$ cat src/hw/rtl/qte_pkg.sv
package qte_pkg;

    localparam int CORDIC_STAGES_DEF = 16;
    localparam int CORDIC_MAX        = 24;
    localparam int SQRT_STEPS        = 17;
    localparam int TERM_STAGES       = 3;

    localparam int TERM_W  = 21;
    localparam int CX_W    = 24;
    localparam int ANG_W   = 26;
    localparam int OUT_W   = 16;
    localparam int YAW_W   = 15;
    localparam int ROOT_W  = 17;
    localparam int REST_W  = 33;

    localparam int LIM_180 = 23040;
    localparam int LIM_90  = 11520;

    typedef struct packed {
        logic signed [TERM_W-1:0] sp;
        logic signed [TERM_W-1:0] cp;
        logic signed [TERM_W-1:0] sr;
        logic signed [TERM_W-1:0] cr;
        logic signed [TERM_W-1:0] sy;
        logic                     sat_pos;
        logic                     sat_neg;
    } t_terms;

    typedef struct packed {
        logic sat_pos;
        logic sat_neg;
    } t_yflags;

    // floor-shifted value saturated to the term range
    function automatic logic signed [TERM_W-1:0] sat_term(input logic signed [35:0] v);
        logic signed [35:0] hi;
        logic signed [35:0] lo;
        hi = 36'sd1048575;
        lo = -36'sd1048576;
        if (v > hi) begin
            return TERM_W'(hi);
        end else if (v < lo) begin
            return TERM_W'(lo);
        end
        return v[TERM_W-1:0];
    endfunction

    // atan(2^-i) in degrees, Q.16
    function automatic logic [21:0] atan_q16(input int i);
        unique case (i)
            0:  return 22'd2949120;
            1:  return 22'd1740967;
            2:  return 22'd919879;
            3:  return 22'd466945;
            4:  return 22'd234379;
            5:  return 22'd117304;
            6:  return 22'd58666;
            7:  return 22'd29335;
            8:  return 22'd14668;
            9:  return 22'd7334;
            10: return 22'd3667;
            11: return 22'd1833;
            12: return 22'd917;
            13: return 22'd458;
            14: return 22'd229;
            15: return 22'd115;
            16: return 22'd57;
            17: return 22'd29;
            18: return 22'd14;
            19: return 22'd7;
            20: return 22'd4;
            21: return 22'd2;
            22: return 22'd1;
            default: return 22'd0;
        endcase
    endfunction

endpackage

$ cat src/hw/rtl/qte_isqrt.sv
module qte_isqrt (
    input  logic                         i_clk,
    input  logic                         i_en,
    input  logic [qte_pkg::REST_W-1:0]   i_val,
    input  qte_pkg::t_terms              i_side,
    output logic [qte_pkg::ROOT_W-1:0]   o_root,
    output qte_pkg::t_terms              o_side
);

    localparam int N = qte_pkg::SQRT_STEPS;

    logic [34:0]                 r_rem  [1:N];
    logic [qte_pkg::ROOT_W-1:0]  r_root [1:N];
    qte_pkg::t_terms             r_side [1:N];

    // one result bit per stage, from the top bit down
    for (genvar j = 0; j < N; j++) begin : g_step
        localparam int K = N - 1 - j;
        logic [34:0]                n_t;
        logic [34:0]                n_rem;
        logic [qte_pkg::ROOT_W-1:0] n_root;
        qte_pkg::t_terms            n_side;
        if (j == 0) begin : g_first
            assign n_rem  = 35'(i_val);
            assign n_root = '0;
            assign n_side = i_side;
        end else begin : g_next
            assign n_rem  = r_rem[j];
            assign n_root = r_root[j];
            assign n_side = r_side[j];
        end
        always_comb begin
            n_t = ({18'd0, n_root} << (K + 1)) | (35'd1 << (2 * K));
        end
        always_ff @(posedge i_clk) begin
            if (i_en) begin
                r_side[j+1] <= n_side;
                if (n_rem >= n_t) begin
                    r_rem[j+1]  <= n_rem - n_t;
                    r_root[j+1] <= n_root | (qte_pkg::ROOT_W'(1) << K);
                end else begin
                    r_rem[j+1]  <= n_rem;
                    r_root[j+1] <= n_root;
                end
            end
        end
    end

    assign o_root = r_root[N];
    assign o_side = r_side[N];

endmodule

$ cat config.mk
export PLATFORM = sky130hd
export DESIGN_NAME = qte_isqrt
export DESIGN_NICKNAME = d
export VERILOG_FILES = /design/src/hw/rtl/qte_pkg.sv /design/src/hw/rtl/qte_isqrt.sv
export SDC_FILE = /design/constraint.sdc
export NUM_CORES = 2
export LEC_CHECK = 0
export ABC_AREA = 0
export BUFFER_PORTS_ARGS = -buffer_cell sky130_fd_sc_hd__buf_2
export CORE_UTILIZATION = 50
export CTS_CLUSTER_DIAMETER = 100
export DETAILED_ROUTE_END_ITERATION = 10
export GPL_TIMING_DRIVEN = 0
export MAX_ROUTING_LAYER = met4
export PLACE_DENSITY = 0.78
export SYNTH_ARGS = -nofsm -noshare
export SYNTH_HDL_FRONTEND = slang
export SYNTH_SLANG_ARGS = --single-unit
export TNS_END_PERCENT = 10
$ cat constraint.sdc
create_clock -name i_clk -period 4.9 [get_ports i_clk]
set_clock_uncertainty 0.1 [all_clocks]
set_input_delay 0.245 -clock i_clk [delete_from_list [all_inputs] [get_ports i_clk]]
set_output_delay 0.245 -clock i_clk [all_outputs]
set_load 0.01 [all_outputs]
==> impl_metrics.yaml <==
setup_path:
  r2r_slack_ns: 1.18
  r2r-end: "r_rem[0][520]"
  reg2reg_depth: 9
  cpPeakStageDelay_ns: 0.61
  cp_max_fo: 172
  cp_data_arrival_time_ns: 5.01
  worstPathRequired_ns: 5.39
  path_cells: "dlygate4sd3_1, buf_12, buf_16, buf_16, clkbuf_2, nand2_1, nor3_1, o21ai_0, nor2_1, clkbuf_1, o21ai_0"
  cp-start-kind: "input port"
  cp_slowest_cell: "nor2_1"
  critPathKind: "input port to flip-flop"
  worst_r2r_startpoint: "r_rem[0][469]"
  endpoint_kind: "flip-flop"
floorplanning:
  initial_core_util_pct: 50.32
  fp-row-count: 154
  coreArea_um2: 175900
  die_w_um: 422.8
  die_h_um: 422.8
  die_area_um2: 178700
  ios: 266
pwr:
  comb_power_share_pct: 6.1
  power_density_nw_per_um2: 459.9
  internal_power_uw: 37340
  power_leakage_uw: 0.03669
  p_sw_share_pct: 21.87
  p_switching_uw: 10450
  power_uw: 47800
  vdd_ir_drop_max_uv: 430.0
  p_seq_share_pct: 55.3
  power_frac_clock_pct: 38.6
sta:
  relSlewSlack_pct: 18.44
  setup_violations: 0
  fin_crit_ns: 4.527
  worst_slew_pin_slew_ns: 1.223
  setup_tns_ns: 0
  hold_violations: 0
  rsz0062_at_grt: "no"
  slew_viol_final: 0
  period_share_pct: 92.39
  fmax_mhz: 220.9
synthesis:
  synth.area.top_cells: "edfxtp_1, ha_1, xor2_1"
  ys_seq_area_share_pct: 85.86
  yosysTopAreaCellShare_pct: 85.86
  synth_common_cells: "edfxtp_1, inv_1, ha_1, nand2_1, o21ai_0"
  yosys_most_used_dff: "edfxtp_1"
  synth.most_common_cell: "edfxtp_1"
  ys_seq_elements: 2531
  synthesis.area_per_instance_um2: 19.87
  netlist_area_um2: 88520
  syn-num-nets: 4763
  yosys_warnings: 0
  synth_cell_types: 84
  synth_edf_count: 2531
  syn_inst: 4455
  async_flop_share_pct: 0
  yosys.area.top_type: "edfxtp_1"
worst_hold_path:
  worstHoldStart: "i_side[62]"
  hp-class: "input port to flip-flop"
  hold_end: "r_side[0][169]"
  holdPathStages: 2
grt:
  antenna_found_initial: 2
  grt_start_max_net_pins: 199
  overflow: 0
  grt_pass1_vias: 40620
  grt_pass1_wl_um: 220800
  grt_usage_pct: 16.36
layout:
  drive_above_1_share_pct: 13.46
  fin_area_um2: 103900
  fin_nets: 5558
  post-route-util_pct: 59.08
  syn_to_final_growth_pct: 17.41
  instances_no_fill: 7800
detailed_routing:
  drc: 0
  num_vias: 39340
  via_per_inst: 5.043
  routed_wl_um: 143400
  antenna_left: 0
  wl_per_cell_um: 18.39
  drtIter0Drc: 2633
  dr.pass1.iters: 5
place:
  place_area_um2: 93230
  numPortBuffers: 265
  place_inst: 7077
  place_hpwl_um: 81180
  gp_congestion: 0.9240
cts:
  clock-sinks: 2531
  cts-htree-levels: 4
  clock_path_buffers: 3
  clock-root-buffer: "clkbuf_16"
  cts_tree: "built"
  clkTransAtPathRegs_ns: 0.06
  post-cts-setup-buffer-count: 0
  clk_latency_ns: 0.89
  cts_buffers: 237
outcome:
  status: "finished clean"
job:
  cap_viol_max_count: 0
[timing repair]
item / CTS / global route
hold buffers: 274 / 0
hold endpoints to repair: 264 / 0
resized for setup: 1 / 0
setup endpoints to repair: 145 / 7
gates cloned: 0 / 1
[critical path, delay by kind of cell]
kind,cells,cell delay (ns)
buffers and inverters,6,2.69
AOI/OAI and AO/OA,2,0.51
and+or+nand+nor,3,1.07
[worst max path at each step]
stage | slack, ns | endpoint | startpoint | cells past startpoint
2_1_floorplan | 1.93 | r_rem[0][560] | i_en | 4
3_3_place_gp | -27.14 | r_rem[0][568] | i_en | 5
3_5_place_dp | -1.47 | r_rem[0][340] | i_en | 11
4_1_cts | 0.39 | r_rem[0][340] | i_en | 11
5_1_grt | 0.19 | r_rem[0][340] | i_en | 11
6_report | 0.37 | r_rem[0][340] | i_en | 11
[power by group through the flow]
| stage | sequential, uW | clock, uW | combinational [uW] |
|---|---|---|---|
| 2_1_floorplan | 26600 | 0 | 1760 |
| 6_report | 26500 | 18400 | 2900 |
| 4_1_cts | 26400 | 18800 | 2870 |
| 5_1_grt | 26600 | 19700 | 3200 |
| 3_5_place_dp | 26900 | 0 | 2680 |
| 3_3_place_gp | 27600 | 0 | 2550 |
[through the flow]
| stage | setup WS, ns | hold WS [ns] |
|---|---|---|
| 5_1_grt | 0.1937 | 0.01553 |
| 4_1_cts | 0.3861 | 0.001333 |
| 6_report | 0.3727 | 0.06790 |
| 2_1_floorplan | 1.928 | 0.2439 |
| 3_5_place_dp | -1.473 | 0.3045 |
| 3_3_place_gp | -27.14 | 0.3001 |
[metal layers]
| metal | global-route usage (%) | up-vias | share of wire [%] |
|---|---|---|---|
| li1 | - | 18990 | - |
| met1 | 17.55 | 19110 | 38 |
| met2 | 29.76 | 939 | 54 |
| met3 | 2.819 | 302 | 3.7 |
| met4 | 6.576 | 0 | 3.6 |
| met5 | - | - | 0 |
[cell usage in the layout, fill, tap and decap left out, types with 32 or more instances in the layout]
master            n
a21oi_1         111
nor2_1          131
xor2_1          124
edfxtp_1       2531
inv_1           205
buf_2           277
dlygate4sd3_1   273
nor3_1           99
nor4_1           85
clkbuf_1         64
nand4_1          33
clkbuf_16       238
nand2_1         166
o21ai_0         136
o21a_1           40
a21o_1           32
clkinv_2         43
xnor2_1         110
ha_1            166
nand3_1          45
clkinv_1         56
[state kept, by name (all words and copies together) (netlist names)]
| register | cells |
|---|---|
| r_side | 1819 |
| r_rem | 559 |
| r_root | 153 |
[logic make-up after synthesis]
logic type,after synthesis,synth area share (%)
DFF,2531,85.86
AOI/OAI and AO/OA,451,3.211
buffers and inverters,265,1.159
xor gates and xnor gates,234,2.315
and+or+nand+nor,780,4.763
adders and majority gates,166,2.346
muxes,28,0.3463
[cell type report]
class | instances | area, um2
clock inverters | 170 | 1834
multi-input cells | 1659 | 11490
diodes | 1 | 2.502
well taps | 2340 | 2928
fillers | 12360 | 71990
plain buffers | 57 | 266.5
flip-flops and latches | 2531 | 76000
inverters | 207 | 777.0
clock buffers | 278 | 6085
repair buffers | 557 | 4542
Power figures use the tool's default switching activity.
