$ cat src/hw/rtl/qte_pkg.sv
package qte_pkg;

    localparam int CORDIC_STAGES_DEF = 16;
    localparam int CORDIC_MAX        = 24;
    localparam int SQRT_STEPS        = 17;
    localparam int TERM_STAGES       = 3;

    localparam int TERM_W  = 21;
    localparam int CX_W    = 24;
    localparam int ANG_W   = 26;
    localparam int OUT_W   = 16;
    localparam int YAW_W   = 15;
    localparam int ROOT_W  = 17;
    localparam int REST_W  = 33;

    localparam int LIM_180 = 23040;
    localparam int LIM_90  = 11520;

    typedef struct packed {
        logic signed [TERM_W-1:0] sp;
        logic signed [TERM_W-1:0] cp;
        logic signed [TERM_W-1:0] sr;
        logic signed [TERM_W-1:0] cr;
        logic signed [TERM_W-1:0] sy;
        logic                     sat_pos;
        logic                     sat_neg;
    } t_terms;

    typedef struct packed {
        logic sat_pos;
        logic sat_neg;
    } t_yflags;

    // floor-shifted value saturated to the term range
    function automatic logic signed [TERM_W-1:0] sat_term(input logic signed [35:0] v);
        logic signed [35:0] hi;
        logic signed [35:0] lo;
        hi = 36'sd1048575;
        lo = -36'sd1048576;
        if (v > hi) begin
            return TERM_W'(hi);
        end else if (v < lo) begin
            return TERM_W'(lo);
        end
        return v[TERM_W-1:0];
    endfunction

    // atan(2^-i) in degrees, Q.16
    function automatic logic [21:0] atan_q16(input int i);
        unique case (i)
            0:  return 22'd2949120;
            1:  return 22'd1740967;
            2:  return 22'd919879;
            3:  return 22'd466945;
            4:  return 22'd234379;
            5:  return 22'd117304;
            6:  return 22'd58666;
            7:  return 22'd29335;
            8:  return 22'd14668;
            9:  return 22'd7334;
            10: return 22'd3667;
            11: return 22'd1833;
            12: return 22'd917;
            13: return 22'd458;
            14: return 22'd229;
            15: return 22'd115;
            16: return 22'd57;
            17: return 22'd29;
            18: return 22'd14;
            19: return 22'd7;
            20: return 22'd4;
            21: return 22'd2;
            22: return 22'd1;
            default: return 22'd0;
        endcase
    endfunction

endpackage

$ cat src/hw/rtl/qte_cordic.sv
module qte_cordic #(
    parameter int STAGES = qte_pkg::CORDIC_STAGES_DEF,
    parameter int LIM    = qte_pkg::LIM_180,
    parameter int SIDE_W = 1
) (
    input  logic                              i_clk,
    input  logic                              i_en,
    input  logic signed [qte_pkg::TERM_W-1:0] i_y,
    input  logic signed [qte_pkg::TERM_W-1:0] i_x,
    input  logic [SIDE_W-1:0]                 i_side,
    output logic signed [qte_pkg::OUT_W-1:0]  o_angle,
    output logic [SIDE_W-1:0]                 o_side
);

    localparam int CW = qte_pkg::CX_W;
    localparam int AW = qte_pkg::ANG_W;

    logic signed [CW-1:0] r_x [0:STAGES];
    logic signed [CW-1:0] r_y [0:STAGES];
    logic signed [AW-1:0] r_z [0:STAGES];
    logic                 r_zf [0:STAGES];
    logic [SIDE_W-1:0]    r_sd [0:STAGES];
    logic signed [qte_pkg::OUT_W-1:0] r_out;
    logic [SIDE_W-1:0]    r_sdo;

    logic signed [CW-1:0] n_x, n_y;
    logic signed [AW-1:0] n_q;

    // turn a vector in the left half plane by 180 degrees
    always_comb begin
        n_x = CW'(i_x);
        n_y = CW'(i_y);
    end

    always_ff @(posedge i_clk) begin
        if (i_en) begin
            r_zf[0] <= (i_x == '0) && (i_y == '0);
            r_sd[0] <= i_side;
            if (i_x < 0) begin
                r_x[0] <= -n_x;
                r_y[0] <= -n_y;
                r_z[0] <= (i_y >= 0) ? AW'(180 * 65536) : -AW'(180 * 65536);
            end else begin
                r_x[0] <= n_x;
                r_y[0] <= n_y;
                r_z[0] <= '0;
            end
        end
    end

    for (genvar i = 0; i < STAGES; i++) begin : g_rot
        localparam logic signed [AW-1:0] ATN = AW'(qte_pkg::atan_q16(i));
        always_ff @(posedge i_clk) begin
            if (i_en) begin
                r_zf[i+1] <= r_zf[i];
                r_sd[i+1] <= r_sd[i];
                if (r_y[i] >= 0) begin
                    r_x[i+1] <= r_x[i] + (r_y[i] >>> i);
                    r_y[i+1] <= r_y[i] - (r_x[i] >>> i);
                    r_z[i+1] <= r_z[i] + ATN;
                end else begin
                    r_x[i+1] <= r_x[i] - (r_y[i] >>> i);
                    r_y[i+1] <= r_y[i] + (r_x[i] >>> i);
                    r_z[i+1] <= r_z[i] - ATN;
                end
            end
        end
    end

    always_comb begin
        n_q = (r_z[STAGES] + AW'(256)) >>> 9;
    end

    always_ff @(posedge i_clk) begin
        if (i_en) begin
            r_sdo <= r_sd[STAGES];
            if (r_zf[STAGES]) begin
                r_out <= '0;
            end else if (n_q > AW'(LIM)) begin
                r_out <= qte_pkg::OUT_W'(LIM);
            end else if (n_q < -AW'(LIM)) begin
                r_out <= -qte_pkg::OUT_W'(LIM);
            end else begin
                r_out <= n_q[qte_pkg::OUT_W-1:0];
            end
        end
    end

    assign o_angle = r_out;
    assign o_side  = r_sdo;

endmodule
$ cat config.mk
export PLATFORM = sky130hd
export DESIGN_NAME = qte_cordic
export DESIGN_NICKNAME = d
export VERILOG_FILES = /design/src/hw/rtl/qte_pkg.sv /design/src/hw/rtl/qte_cordic.sv
export SDC_FILE = /design/constraint.sdc
export NUM_CORES = 2
export LEC_CHECK = 0
export ABC_AREA = 1
export BUFFER_PORTS_ARGS = -buffer_cell sky130_fd_sc_hd__buf_2
export CORE_ASPECT_RATIO = 0.5
export CORE_MARGIN = 5
export CORE_UTILIZATION = 36
export CTS_BUF_LIST = sky130_fd_sc_hd__clkbuf_16
export CTS_CLUSTER_DIAMETER = 60
export DETAILED_ROUTE_END_ITERATION = 6
export PLACE_DENSITY = 0.5
export SLEW_MARGIN = 20
export SYNTH_ARGS = -nofsm -noshare
export SYNTH_HDL_FRONTEND = slang
export SYNTH_SLANG_ARGS = --single-unit
$ cat constraint.sdc
create_clock -name i_clk -period 4.8 [get_ports i_clk]
set_input_delay 0.48 -clock i_clk [delete_from_list [all_inputs] [get_ports i_clk]]
set_output_delay 0.48 -clock i_clk [all_outputs]
set_load 0.02 [all_outputs]
==> metrics.yaml <==
global_route:
  antenna_found_initial: 3
  grt_pass1_vias: 84500
  grt_use_total: 0.199
  grt_pass1_wl_mm: 466
  grt-ovfl-total: 0
  grt_max_degree: 75
routing:
  drt-pass1-iter-count: 7
  wirelength_mm: 297
  drt_iter0_drc: 5546
  postRouteAntennaNets: 0
  wire_per_inst_um: 17.3
  vias: 86700
  vias_per_cell: 5.06
  drcViolationCount: 11
clock_tree:
  clkSinkCount: 1123
  clk_latency_ns: 0.81
  clockRootBuffer: "clkbuf_16"
  max-clock-path-buffers: 4
  cts.clk_slew.worst_paths_ns: 0.07
  cts_resized: 0
  cts_hold_buf: 30
  cts_buffers: 143
  cts_tree: "yes"
  cts_setup_buffers: 0
  htree_levels: 4
final_layout:
  antennaDiodeCount: 0
  drive_gt1_frac: 0.0426
  num-nets-final: 14200
  instances_no_fill: 17200
  area_growth_pct: 9.44
floorplan:
  io_pins: 62
  start_util: 0.361
  core_region_area_sq_um: 279000
  dieArea_sq_um: 291000
  die_h_um: 384
  die_w_um: 758
  rows: 137
min_path:
  hold_end: "r_y[0][14]"
  min_from: "i_y[14]"
  hold_path.class: "in -> reg"
  min_path_cells: 3
synthesis:
  synthTopCellsByArea: "edfxtp_1 (33%), nand2_1 (11%), ha_1 (10%)"
  synth.distinct_cells: 69
  synth_top_cells_by_count: "nand2_1 (2933), inv_1 (1682), nor2_1 (1384), edfxtp_1 (1123), a21oi_1 (997)"
  async_flop_share: 0
  syn_area_sq_um: 101000
  ys.flop_type: "edfxtp_1"
  synth_top_area_share: 0.335
  synthCells: 13200
  synth-seq-cells: 1123
  yosys_warnings: 0
  synth_nets: 14100
  synth-seq-area-share: 0.335
  yosysTopAreaCell: "edfxtp_1"
  yosys.cell_count.top_type: "nand2_1"
  synth_edf_count: 1123
  syn_avg_cell_area_sq_um: 7.65
placement:
  placedCellCount: 16900
  post-place-ws_ns: 0.780
  hpwl_mm: 246
  io_buffer_count: 61
  gp_congestion: 0.921
critical_path:
  crit_required_ns: 5.29
  ff2ff_path_depth: 16
  r2r_slack_ns: 0.69
  arrival_ns: 4.60
  cp-start-kind: "flip-flop"
  crit_path_max_fanout: 4
  r2r-end: "r_y[2][21]"
  critical_path_class: "reg -> reg"
  end_kind: "flip-flop"
  rr_startpoint: "r_x[1][1]"
timing:
  fin_crit_sh: 0.856
  hold_slack_ns: 0.0823
  maxSlewViolCount: 0
  clock_skew_ns: 0.0382
  fmax_mhz: 243
  final.setup.tns_ns: 0
  slew_headroom: 0.381
  post-route-min-period_ns: 4.11
  worst_pin_slew_ns: 0.920
  rsz0062_at_grt: "no"
  final.setup.worst_slack_ns: 0.689
  hold_viol: 0
  setup_viol: 0
run_status:
  failed_checks: "DRC"
  status: "finished, violations left"
job:
  drv_cap: 0
-- worst max-delay path by stage --
stage	start	to	slack, ns	cells after the start
floorplan	i_en	r_y[5][18]	1.19	15
global placement	r_x[1][1]	r_y[2][21]	0.76	16
detailed placement	i_en	r_x[9][11]	0.78	15
CTS	r_x[4][4]	r_y[5][23]	0.82	17
global route	r_x[4][4]	r_y[5][22]	0.37	18
finish	r_x[1][1]	r_y[2][21]	0.69	16
-- registers in the layout (all words and copies together), names as in the netlist --
signal and count:
r_y 360, o_side 1, r_z 366, r_zf 17, o_angle 16, r_sd 17, r_x 346
-- area by class of cell --
type / instances / area [sq um]
fillers: 29100 / 168000
multi-input cells: 10100 / 59500
flip-flops and latches: 1123 / 33700
inverters: 1734 / 6510
well taps: 3753 / 4700
clock buffers: 145 / 3630
repair buffers: 183 / 1340
clock inverters: 98 / 782
-- placed cells by master (no fill, tap or decap), drive strengths merged, types with 6 or more instances in the layout --
cell | Yosys | routed
nand2 | 2964 | 2964
inv | 1726 | 1767
nor2 | 1417 | 1417
edfxtp | 1123 | 1123
a21oi | 1005 | 1005
xor2 | 955 | 955
ha | 820 | 820
o21ai | 774 | 774
nand3 | 569 | 569
xnor2 | 416 | 416
nor3 | 206 | 206
nand4 | 156 | 156
buf | 92 | 153
clkbuf | 87 | 145
a31oi | 123 | 123
o21bai | 98 | 98
a41oi | 88 | 88
a21o | 63 | 63
a21boi | 58 | 58
or2 | 55 | 55
nor4 | 50 | 50
clkinv | 8 | 50
o31ai | 39 | 39
a211oi | 36 | 36
o21a | 33 | 33
nand3b | 30 | 30
fa | 30 | 30
dlygate4sd3 | 0 | 30
o211ai | 29 | 29
a221oi | 19 | 19
o311ai | 14 | 14
o211a | 11 | 11
o2111ai | 11 | 11
o41ai | 11 | 11
clkinvlp | 0 | 8
o22ai | 8 | 8
and3 | 7 | 7
bufinv | 0 | 7
a22oi | 6 | 6
a31o | 6 | 6
-- worst max-delay path: stages, from the launching register on --
cell and delay [ns]:
edfxtp_1 0.48, inv_1 0.14, ha_1 0.17, nand3_1 0.10, nor2_1 0.29, nand4_1 0.20
nand3b_1 0.26, inv_1 0.08, nand2_1 0.10, o21ai_0 0.24, xnor2_1 0.11, ha_1 0.36
nand2_1 0.11, nor2_1 0.16, nand2_1 0.12, o311ai_0 0.73, xor2_1 0.18
-- layer usage --
layer,track usage,share of wire,vias up,wire [um]
met3,0.0231,0.037,430,11100
met2,0.352,0.48,1640,142000
met4,0.0524,0.028,0,8230
met5,0,0,-,0
li1,-,-,44500,-
met1,0.257,0.45,40200,135000
-- kinds of logic after synthesis --
kind of cell	count (synthesis)	synth area share
adder cells (fa/ha/maj)	850	0.108
AO/OA/AOI/OAI	2434	0.139
multiplexers	1	0.0000994
XOR/XNOR	1371	0.120
AND/OR/NAND/NOR	5464	0.225
buffers and inverters	1913	0.0741
flip-flops	1123	0.335
-- through the flow --
stage,instance area [sq um],utilization
6_report,110000,0.396
3_3_place_gp,105000,0.379
2_1_floorplan,101000,-
5_1_grt,110000,0.396
4_1_cts,110000,0.396
3_5_place_dp,105000,0.379
Power is left out: the tool's default activity adds up to more than one toggle a clock period on the data nets, which glitch-free logic cannot reach.
